`src/hdl/crt_pkg.sv`:
```
// Shared constants and types for the credential record table.
package crt_pkg;

    localparam int ENTRIES   = 16;
    localparam int REC_BYTES = 6;
    localparam int IDX_W     = $clog2(ENTRIES);
    localparam int SCAN_W    = (IDX_W > 4) ? IDX_W : 4;

    localparam logic [7:0] EMPTY_MARK = 8'h2D;

    localparam logic [2:0] CMD_FIND      = 3'd0;
    localparam logic [2:0] CMD_CHECK     = 3'd1;
    localparam logic [2:0] CMD_INSERT    = 3'd2;
    localparam logic [2:0] CMD_CLEAR     = 3'd3;
    localparam logic [2:0] CMD_CLEAR_ALL = 3'd4;
    localparam logic [2:0] CMD_READ      = 3'd5;
    localparam logic [2:0] CMD_WRITE     = 3'd6;

    localparam logic [1:0] ST_OK   = 2'd0;
    localparam logic [1:0] ST_MISS = 2'd1;
    localparam logic [1:0] ST_FULL = 2'd2;

    // byte p of a record sits at bits [8p+7:8p]
    typedef logic [8*REC_BYTES-1:0] t_rec;

    localparam t_rec EMPTY_REC = {REC_BYTES{EMPTY_MARK}};

    typedef struct packed {
        logic shift;
        logic busy;
    } t_chain_ctl;

endpackage

```
`src/hdl/crt_cell.sv`:
```
// One record cell of the rotating record chain.
module crt_cell (
    input  logic        i_clk,
    input  logic        i_rst_n,
    input  logic        i_shift,
    input  crt_pkg::t_rec i_rec,
    output crt_pkg::t_rec o_rec
);
    import crt_pkg::*;

    t_rec r_rec;

    always_ff @(posedge i_clk) begin
        if (!i_rst_n) begin
            r_rec <= EMPTY_REC;
        end else if (i_shift) begin
            r_rec <= i_rec;
        end
    end

    assign o_rec = r_rec;

endmodule

```
`src/hdl/crt_ctrl.sv`:
```
// Head-of-chain control: command capture, per-record match and update, result register.
module crt_ctrl (
    input  logic                i_clk,
    input  logic                i_rst_n,
    input  logic                i_in_valid,
    output logic                o_in_ready,
    input  logic [2:0]          i_command,
    input  logic [7:0]          i_id_byte,
    input  logic [7:0]          i_spare_byte,
    input  logic [7:0]          i_pass_digit0,
    input  logic [7:0]          i_pass_digit1,
    input  logic [7:0]          i_pass_digit2,
    input  logic [7:0]          i_pass_digit3,
    input  logic [3:0]          i_slot,
    input  logic [2:0]          i_byte_pos,
    input  logic [7:0]          i_byte_value,
    output logic                o_out_valid,
    input  logic                i_out_ready,
    output logic [1:0]          o_status,
    output logic [3:0]          o_found_slot,
    output logic [7:0]          o_read_value,
    input  crt_pkg::t_rec       i_head,
    output crt_pkg::t_rec       o_tail,
    output crt_pkg::t_chain_ctl o_ctl
);
    import crt_pkg::*;

    localparam logic [1:0] S_IDLE   = 2'd0;
    localparam logic [1:0] S_SCAN   = 2'd1;
    localparam logic [1:0] S_FINISH = 2'd2;

    localparam logic [IDX_W-1:0] LAST_IDX = IDX_W'(ENTRIES - 1);
    localparam logic [SCAN_W:0]  ENT_V    = (SCAN_W + 1)'(ENTRIES);

    logic [1:0]       r_state, n_state;
    logic [IDX_W-1:0] r_idx;
    logic             r_found;
    logic [IDX_W-1:0] r_hit;
    logic [7:0]       r_rd;

    logic [2:0]  r_cmd;
    logic [7:0]  r_id, r_spare, r_val;
    logic [31:0] r_pw;
    logic [3:0]  r_slot;
    logic [2:0]  r_pos;

    logic       r_ovalid;
    logic [1:0] r_status;
    logic [3:0] r_fslot;
    logic [7:0] r_oread;

    logic             w_accept;
    logic             w_slot_ok, w_pos_ok, w_at_slot, w_hit, w_first, w_load;
    logic [7:0]       w_byte;
    t_rec             w_wr_rec;
    logic [SCAN_W-1:0] w_hit_ext;

    assign w_accept  = i_in_valid && o_in_ready;
    assign w_slot_ok = {1'b0, SCAN_W'(r_slot)} < ENT_V;
    assign w_pos_ok  = r_pos < 3'(REC_BYTES);
    assign w_at_slot = w_slot_ok && (SCAN_W'(r_idx) == SCAN_W'(r_slot));

    always_comb begin
        case (r_pos)
            3'd0:    w_byte = i_head[7:0];
            3'd1:    w_byte = i_head[15:8];
            3'd2:    w_byte = i_head[23:16];
            3'd3:    w_byte = i_head[31:24];
            3'd4:    w_byte = i_head[39:32];
            3'd5:    w_byte = i_head[47:40];
            default: w_byte = 8'd0;
        endcase
    end

    always_comb begin
        w_wr_rec = i_head;
        case (r_pos)
            3'd0:    w_wr_rec[7:0]   = r_val;
            3'd1:    w_wr_rec[15:8]  = r_val;
            3'd2:    w_wr_rec[23:16] = r_val;
            3'd3:    w_wr_rec[31:24] = r_val;
            3'd4:    w_wr_rec[39:32] = r_val;
            3'd5:    w_wr_rec[47:40] = r_val;
            default: w_wr_rec = i_head;
        endcase
    end

    always_comb begin
        case (r_cmd)
            CMD_FIND:   w_hit = i_head[7:0] == r_id;
            CMD_CHECK:  w_hit = i_head[47:16] == r_pw;
            CMD_INSERT: w_hit = i_head[7:0] == EMPTY_MARK;
            CMD_CLEAR:  w_hit = w_at_slot;
            CMD_READ:   w_hit = w_at_slot && w_pos_ok;
            CMD_WRITE:  w_hit = w_at_slot && w_pos_ok;
            default:    w_hit = 1'b0;
        endcase
    end

    assign w_first = w_hit && !r_found;

    // record handed back to the tail of the chain
    always_comb begin
        o_tail = i_head;
        if (r_cmd == CMD_CLEAR_ALL) begin
            o_tail = EMPTY_REC;
        end else if (w_first) begin
            case (r_cmd)
                CMD_INSERT: o_tail = {r_pw, r_spare, r_id};
                CMD_CLEAR:  o_tail = EMPTY_REC;
                CMD_WRITE:  o_tail = w_wr_rec;
                default:    o_tail = i_head;
            endcase
        end
    end

    assign w_load = (r_state == S_FINISH) && (!r_ovalid || i_out_ready);

    always_comb begin
        n_state = r_state;
        case (r_state)
            S_IDLE:   if (w_accept) n_state = S_SCAN;
            S_SCAN:   if (r_idx == LAST_IDX) n_state = S_FINISH;
            S_FINISH: if (w_load) n_state = S_IDLE;
            default:  n_state = S_IDLE;
        endcase
    end

    always_ff @(posedge i_clk) begin
        if (!i_rst_n) begin
            r_state  <= S_IDLE;
            r_idx    <= '0;
            r_found  <= 1'b0;
            r_ovalid <= 1'b0;
        end else begin
            r_state <= n_state;
            if (w_accept) begin
                r_idx   <= '0;
                r_found <= 1'b0;
            end else if (r_state == S_SCAN) begin
                r_idx <= r_idx + 1'b1;
                if (w_hit) r_found <= 1'b1;
            end
            if (w_load) begin
                r_ovalid <= 1'b1;
            end else if (i_out_ready) begin
                r_ovalid <= 1'b0;
            end
        end
    end

    always_ff @(posedge i_clk) begin
        if (w_accept) begin
            r_cmd   <= i_command;
            r_id    <= i_id_byte;
            r_spare <= i_spare_byte;
            r_pw    <= {i_pass_digit3, i_pass_digit2, i_pass_digit1, i_pass_digit0};
            r_slot  <= i_slot;
            r_pos   <= i_byte_pos;
            r_val   <= i_byte_value;
        end
        if (r_state == S_SCAN && w_first) begin
            r_hit <= r_idx;
            r_rd  <= w_byte;
        end
    end

    assign w_hit_ext = SCAN_W'(r_hit);

    always_ff @(posedge i_clk) begin
        if (w_load) begin
            if (r_cmd == CMD_CLEAR_ALL) begin
                r_status <= ST_OK;
                r_fslot  <= 4'd0;
                r_oread  <= 8'd0;
            end else if (r_found) begin
                r_status <= ST_OK;
                r_fslot  <= w_hit_ext[3:0];
                r_oread  <= (r_cmd == CMD_READ) ? r_rd : 8'd0;
            end else begin
                r_status <= (r_cmd == CMD_INSERT) ? ST_FULL : ST_MISS;
                r_fslot  <= 4'd0;
                r_oread  <= 8'd0;
            end
        end
    end

    assign o_in_ready   = r_state == S_IDLE;
    assign o_out_valid  = r_ovalid;
    assign o_status     = r_status;
    assign o_found_slot = r_fslot;
    assign o_read_value = r_oread;
    assign o_ctl.shift  = r_state == S_SCAN;
    assign o_ctl.busy   = r_state != S_IDLE;

endmodule

```
`src/hdl/credential_record_table.sv`:
```
// Top level of the credential record table: a rotating chain of record cells and its head control.
//
// Usage: one command item enters on i_in_valid/o_in_ready (fields i_command .. i_byte_value)
// and gives exactly one result item on o_out_valid/i_out_ready (o_status, o_found_slot,
// o_read_value). The table holds ENTRIES six-byte records, one per cell. For every command
// the whole chain rotates once, one record per cycle past the head, where it is compared
// and, for insert, clear, clear all or write, rewritten on its way back to the tail.
// Searches report the lowest matching slot.
// The block takes one item at a time and accepts the next only after the full rotation of
// the cell chain for the last one.
// A finished result sits in an output register; the next item is accepted while it
// waits. If the receiver still stalls when the following result is ready, the block holds
// that result at the head and keeps o_in_ready low until the register frees up.
// Reset (synchronous, active low) empties every record to the 0x2D mark at once and leaves
// both channels idle; no clearing pass is needed.
module credential_record_table (
    input  logic       i_clk,
    input  logic       i_rst_n,
    input  logic       i_in_valid,
    output logic       o_in_ready,
    input  logic [2:0] i_command,
    input  logic [7:0] i_id_byte,
    input  logic [7:0] i_spare_byte,
    input  logic [7:0] i_pass_digit0,
    input  logic [7:0] i_pass_digit1,
    input  logic [7:0] i_pass_digit2,
    input  logic [7:0] i_pass_digit3,
    input  logic [3:0] i_slot,
    input  logic [2:0] i_byte_pos,
    input  logic [7:0] i_byte_value,
    output logic       o_out_valid,
    input  logic       i_out_ready,
    output logic [1:0] o_status,
    output logic [3:0] o_found_slot,
    output logic [7:0] o_read_value
);
    import crt_pkg::*;

    t_rec       w_rec [ENTRIES];
    t_rec       w_tail;
    t_chain_ctl w_ctl;

    crt_ctrl u_ctrl (
        .i_clk         (i_clk),
        .i_rst_n       (i_rst_n),
        .i_in_valid    (i_in_valid),
        .o_in_ready    (o_in_ready),
        .i_command     (i_command),
        .i_id_byte     (i_id_byte),
        .i_spare_byte  (i_spare_byte),
        .i_pass_digit0 (i_pass_digit0),
        .i_pass_digit1 (i_pass_digit1),
        .i_pass_digit2 (i_pass_digit2),
        .i_pass_digit3 (i_pass_digit3),
        .i_slot        (i_slot),
        .i_byte_pos    (i_byte_pos),
        .i_byte_value  (i_byte_value),
        .o_out_valid   (o_out_valid),
        .i_out_ready   (i_out_ready),
        .o_status      (o_status),
        .o_found_slot  (o_found_slot),
        .o_read_value  (o_read_value),
        .i_head        (w_rec[0]),
        .o_tail        (w_tail),
        .o_ctl         (w_ctl)
    );

    for (genvar g = 0; g < ENTRIES; g++) begin : g_cell
        if (g == ENTRIES - 1) begin : g_tail
            crt_cell u_cell (
                .i_clk   (i_clk),
                .i_rst_n (i_rst_n),
                .i_shift (w_ctl.shift),
                .i_rec   (w_tail),
                .o_rec   (w_rec[g])
            );
        end else begin : g_mid
            crt_cell u_cell (
                .i_clk   (i_clk),
                .i_rst_n (i_rst_n),
                .i_shift (w_ctl.shift),
                .i_rec   (w_rec[g+1]),
                .o_rec   (w_rec[g])
            );
        end
    end

`ifndef SYNTHESIS
    a_accept_starts_scan: assert property (@(posedge i_clk) disable iff (!i_rst_n)
        i_in_valid && o_in_ready |=> w_ctl.shift)
        else $error("accepted item did not start a rotation");

    a_busy_not_ready: assert property (@(posedge i_clk) disable iff (!i_rst_n)
        w_ctl.busy |-> !o_in_ready)
        else $error("input ready while a command is in progress");

    a_miss_zero_slot: assert property (@(posedge i_clk) disable iff (!i_rst_n)
        o_out_valid && o_status != ST_OK |-> o_found_slot == 4'd0 && o_read_value == 8'd0)
        else $error("nonzero slot or data on a failed command");

    a_full_only_insert: assert property (@(posedge i_clk) disable iff (!i_rst_n)
        o_out_valid && !$past(o_out_valid) && o_status == ST_FULL |-> w_tail == w_rec[0])
        else $error("table-full result while the head record was being changed");
`endif

endmodule
```
`config.mk`:
```
export PLATFORM = sky130hd
export DESIGN_NAME = credential_record_table
export DESIGN_NICKNAME = d
export VERILOG_FILES = /design/src/hdl/crt_pkg.sv /design/src/hdl/crt_cell.sv /design/src/hdl/crt_ctrl.sv /design/src/hdl/credential_record_table.sv
export SDC_FILE = /design/constraint.sdc
export NUM_CORES = 2
export LEC_CHECK = 0
export ABC_AREA = 1
export BUFFER_PORTS_ARGS = -buffer_cell sky130_fd_sc_hd__buf_2
export CORE_ASPECT_RATIO = 0.7
export CORE_UTILIZATION = 45
export CTS_CLUSTER_SIZE = 14
export DETAILED_ROUTE_END_ITERATION = 6
export PLACE_DENSITY = 0.61
export SLEW_MARGIN = 10
export SYNTH_ARGS = -nofsm -noshare
export SYNTH_HDL_FRONTEND = slang
export SYNTH_SLANG_ARGS = --single-unit
```
`constraint.sdc`:
```
create_clock -name i_clk -period 2.15 [get_ports i_clk]
set_clock_uncertainty 0.15 [all_clocks]
set_input_delay 0.215 -clock i_clk [delete_from_list [all_inputs] [get_ports i_clk]]
set_output_delay 0.215 -clock i_clk [all_outputs]
set_load 0.02 [all_outputs]
```
==> impl_metrics.py <==
metrics = {
    "status": {
        "status": "complete, but fails checks",
        "failed_checks": "design-rule violations, negative setup slack",
    },
    "sta": {
        "worst_pin_slew_ps": 627,
        "setup_violations": 60,
        "fmax_mhz": 417,
        "slew_viol_final": 0,
        "worst_slack_ps": -249,
        "fin_crit_ps": 2400,
        "hold_violations": 0,
        "slew_headroom_pct": 58.2,
        "hold_ws_ps": 148,
        "min_period_over_period_pct": 112,
        "rsz0062_at_grt": "yes",
    },
    "setup_path": {
        "arrival_ps": 2600,
        "cp-end-kind": "flop",
        "worst-setup-path-type": "flop to flop",
        "worst-path-max-fanout": 8,
        "cp.required_ps": 2350,
        "worst_setup_path_start_kind": "flop",
    },
    "finish": {
        "fillCellCount": 6521,
        "nets": 4212,
        "area_growth_pct": 19.3,
        "drive_gt1_share_pct": 10.7,
        "diodes": 0,
    },
    "global_routing": {
        "met1_usage_pct": 33.4,
        "busiest_layer": "met1",
        "use_met3_pct": 5.98,
        "use_met2_pct": 28.7,
        "grt_pass1_wl_um": 127000,
        "grt_max_degree": 96,
        "grt_pass1_vias": 23527,
        "antenna_found_initial": 0,
        "grt_use_total_pct": 21.5,
        "grt-ovfl-total": 0,
    },
    "pwr": {
        "ir_worst_vdd_mv": 0.610,
        "pwr-share-seq_pct": 48.7,
        "p_leak_nw": 16.6,
        "p_total_mw": 37.7,
        "switching_power_mw": 9.49,
        "pwr-share-clk_pct": 40.3,
        "combPwrFrac_pct": 11.0,
        "p_sw_share_pct": 25.2,
        "p_int_mw": 28.2,
        "powerDensity_nw_per_um2": 988,
    },
    "routing": {
        "ant_nets": 0,
        "num_vias": 26310,
        "drc": 11,
        "via_per_inst": 5.10,
        "dr.first_iter.drc_count": 2632,
        "totalWireLength_um": 78700,
        "wire_per_inst_um": 15.2,
        "firstDrtPassIters": 7,
    },
    "synth": {
        "synth-edff-count": 92,
        "yosys.cell_types.count": 36,
        "netlist_instances": 4017,
        "yosysTopAreaCell": "dfxtp_1",
        "netlist_area_um2": 32000,
        "yosys_warnings": 0,
        "async_flop_share_pct": 0,
        "syn_avg_cell_area_um2": 7.96,
        "synth_top_area_share_pct": 48.6,
        "synth_seq_cells": 868,
        "ys_seq_area_share_pct": 57.2,
        "synth-main-ff-cell": "dfxtp_1",
        "synth.net_count": 4088,
        "synth_top_cells_by_area": "dfxtp_1, nand2_1, edfxtp_1",
    },
    "die": {
        "initial_core_util_pct": 45.7,
        "die_h_um": 225,
        "rows": 81,
        "fp.dieW_um": 321,
        "die_area_um2": 72100,
        "core-area_um2": 70000,
        "io_pins": 86,
    },
    "job": {
        "cap_violations": 0,
    },
    "cts": {
        "htree_num_levels": 3,
        "cts.clk_slew.worst_paths_ps": 70,
        "clock_latency_ps": 630,
        "cts_root_buffer": "clkbuf_16",
        "numCtsBuffers": 83,
        "tritoncts": "done",
        "clock_path_buffers": 3,
        "clock_sinks": 868,
    },
    "min_path": {
        "hold_path_class": "primary input to flop",
    },
    "placement": {
        "gp_congestion": 0.922,
        "dp_hpwl_um": 48200,
        "port_buffers": 85,
    },
}
## cell usage in the layout (no fill, tap or decap), types with 84 or more instances in the layout
cell type	n
a21oi_1	129
buf_2	84
buf_4	124
clkbuf_16	94
dfxtp_1	776
edfxtp_1	92
inv_1	119
nand2_1	881
nand3_1	382
nor2_1	714
o21ai_0	415
## final cells by class
type / instances / area [um2] / area share, %
timing repair buffer: 330 / 3060 / 8.04
sequential: 868 / 18300 / 48.0
multi-input combinational: 2728 / 12200 / 32.0
clock inverter: 21 / 225 / 0.591
tap: 954 / 1190 / 3.13
clock buffer: 129 / 2630 / 6.91
inverter: 130 / 505 / 1.33
## worst max-delay path: stages (launching register included)
cell and delay [ps]:
edfxtp_1 470, buf_6 160, nand3_4 140, nand2_2 70, nand2_1 60, nand2_1 50
inv_1 50, nand2_1 60, nor2_2 110, nand3_2 100, nand3_4 180, nand2_4 80
nor2_4 220, clkbuf_16 210
## worst paths after layout
check	startpoint	endpoint	slack, ps	cells after the start
setup reg to reg	u_ctrl.r_cmd[1]	u_ctrl.r_rd[2]	-250	13
hold reg to reg	g_cell[11].g_mid.u_cell.o_rec[8]	g_cell[10].g_mid.u_cell.o_rec[8]	300	2
setup / recovery	u_ctrl.r_cmd[1]	u_ctrl.r_rd[2]	-250	13
hold / removal	i_byte_value[2]	u_ctrl.r_val[2]	150	2
## registers in the layout (all words and copies together) (netlist names), 8 cells and up
signal,cells
u_ctrl.r_spare,8
u_ctrl.r_pw,32
u_ctrl.r_rd,8
g_cell.g_tail.u_cell.o_rec,48
u_ctrl.r_val,8
u_ctrl.o_read_value,8
u_ctrl.r_id,8
g_cell.g_mid.u_cell.o_rec,720
## cell usage after synthesis, types with 3 or more instances
cell / n
nand2_1: 898
dfxtp_1: 776
nor2_1: 720
o21ai_0: 426
nand3_1: 384
clkbuf_1: 259
a21oi_1: 130
inv_1: 126
edfxtp_1: 92
nand4_1: 27
o211ai_1: 26
o22ai_1: 22
o221ai_1: 20
xnor2_1: 20
buf_1: 16
buf_2: 14
o21bai_1: 10
a22oi_1: 8
xor2_1: 7
a221oi_1: 6
nor3_1: 6
or2_2: 4
inv_2: 3
## power groups by stage
stage	sequential [mW]	combinational [mW]	clock (mW)
after floorplan	18.5	2.78	0
after global placement	18.7	3.94	0
after detailed placement	18.7	3.97	0
after CTS	18.3	4.12	15.5
after global routing	18.5	4.73	16.1
final	18.4	4.15	15.2
## cell families after synthesis
kind of cell    synth area share [%]
flops                           57.2
simple gates                    26.0
xor+xnor                       0.740
buf+inv                         5.06
compound gates                  10.9
fa+ha+maj                     0.0391
## per-stage QoR
stage          setup slack [ps]  TNS (ps)  std cells  area, um2  utilization (%)
2_1_floorplan              23.5         0       4017      32000                -
3_3_place_gp              -85.9     -1290       4929      34300             49.0
3_5_place_dp               -109     -2960       4929      34300             49.0
4_1_cts                   -89.6     -3060       5154      37900             54.2
5_1_grt                    -395    -20530       5160      38100             54.4
6_report                   -249     -9730       5160      38100             54.4
## metal layers
metal | wire (um) | part of all wire, % | up-vias
met1 | 39900 | 51 | 12129
met2 | 30400 | 39 | 718
met3 | 6970 | 8.9 | 106
met5 | 0 | 0 | -
met4 | 1460 | 1.9 | 0
li1 | - | - | 13357
## repair_timing
action	in CTS	in global routing
buffers inserted	4	4
endpoints found under the setup margin	60	64
cloned	1	2
pin swaps	2	7
endpoints found under the hold margin	178	0
gates resized for setup	11	46
hold buffers	70	0
No activity file was read; power rests on OpenSTA's default activity.
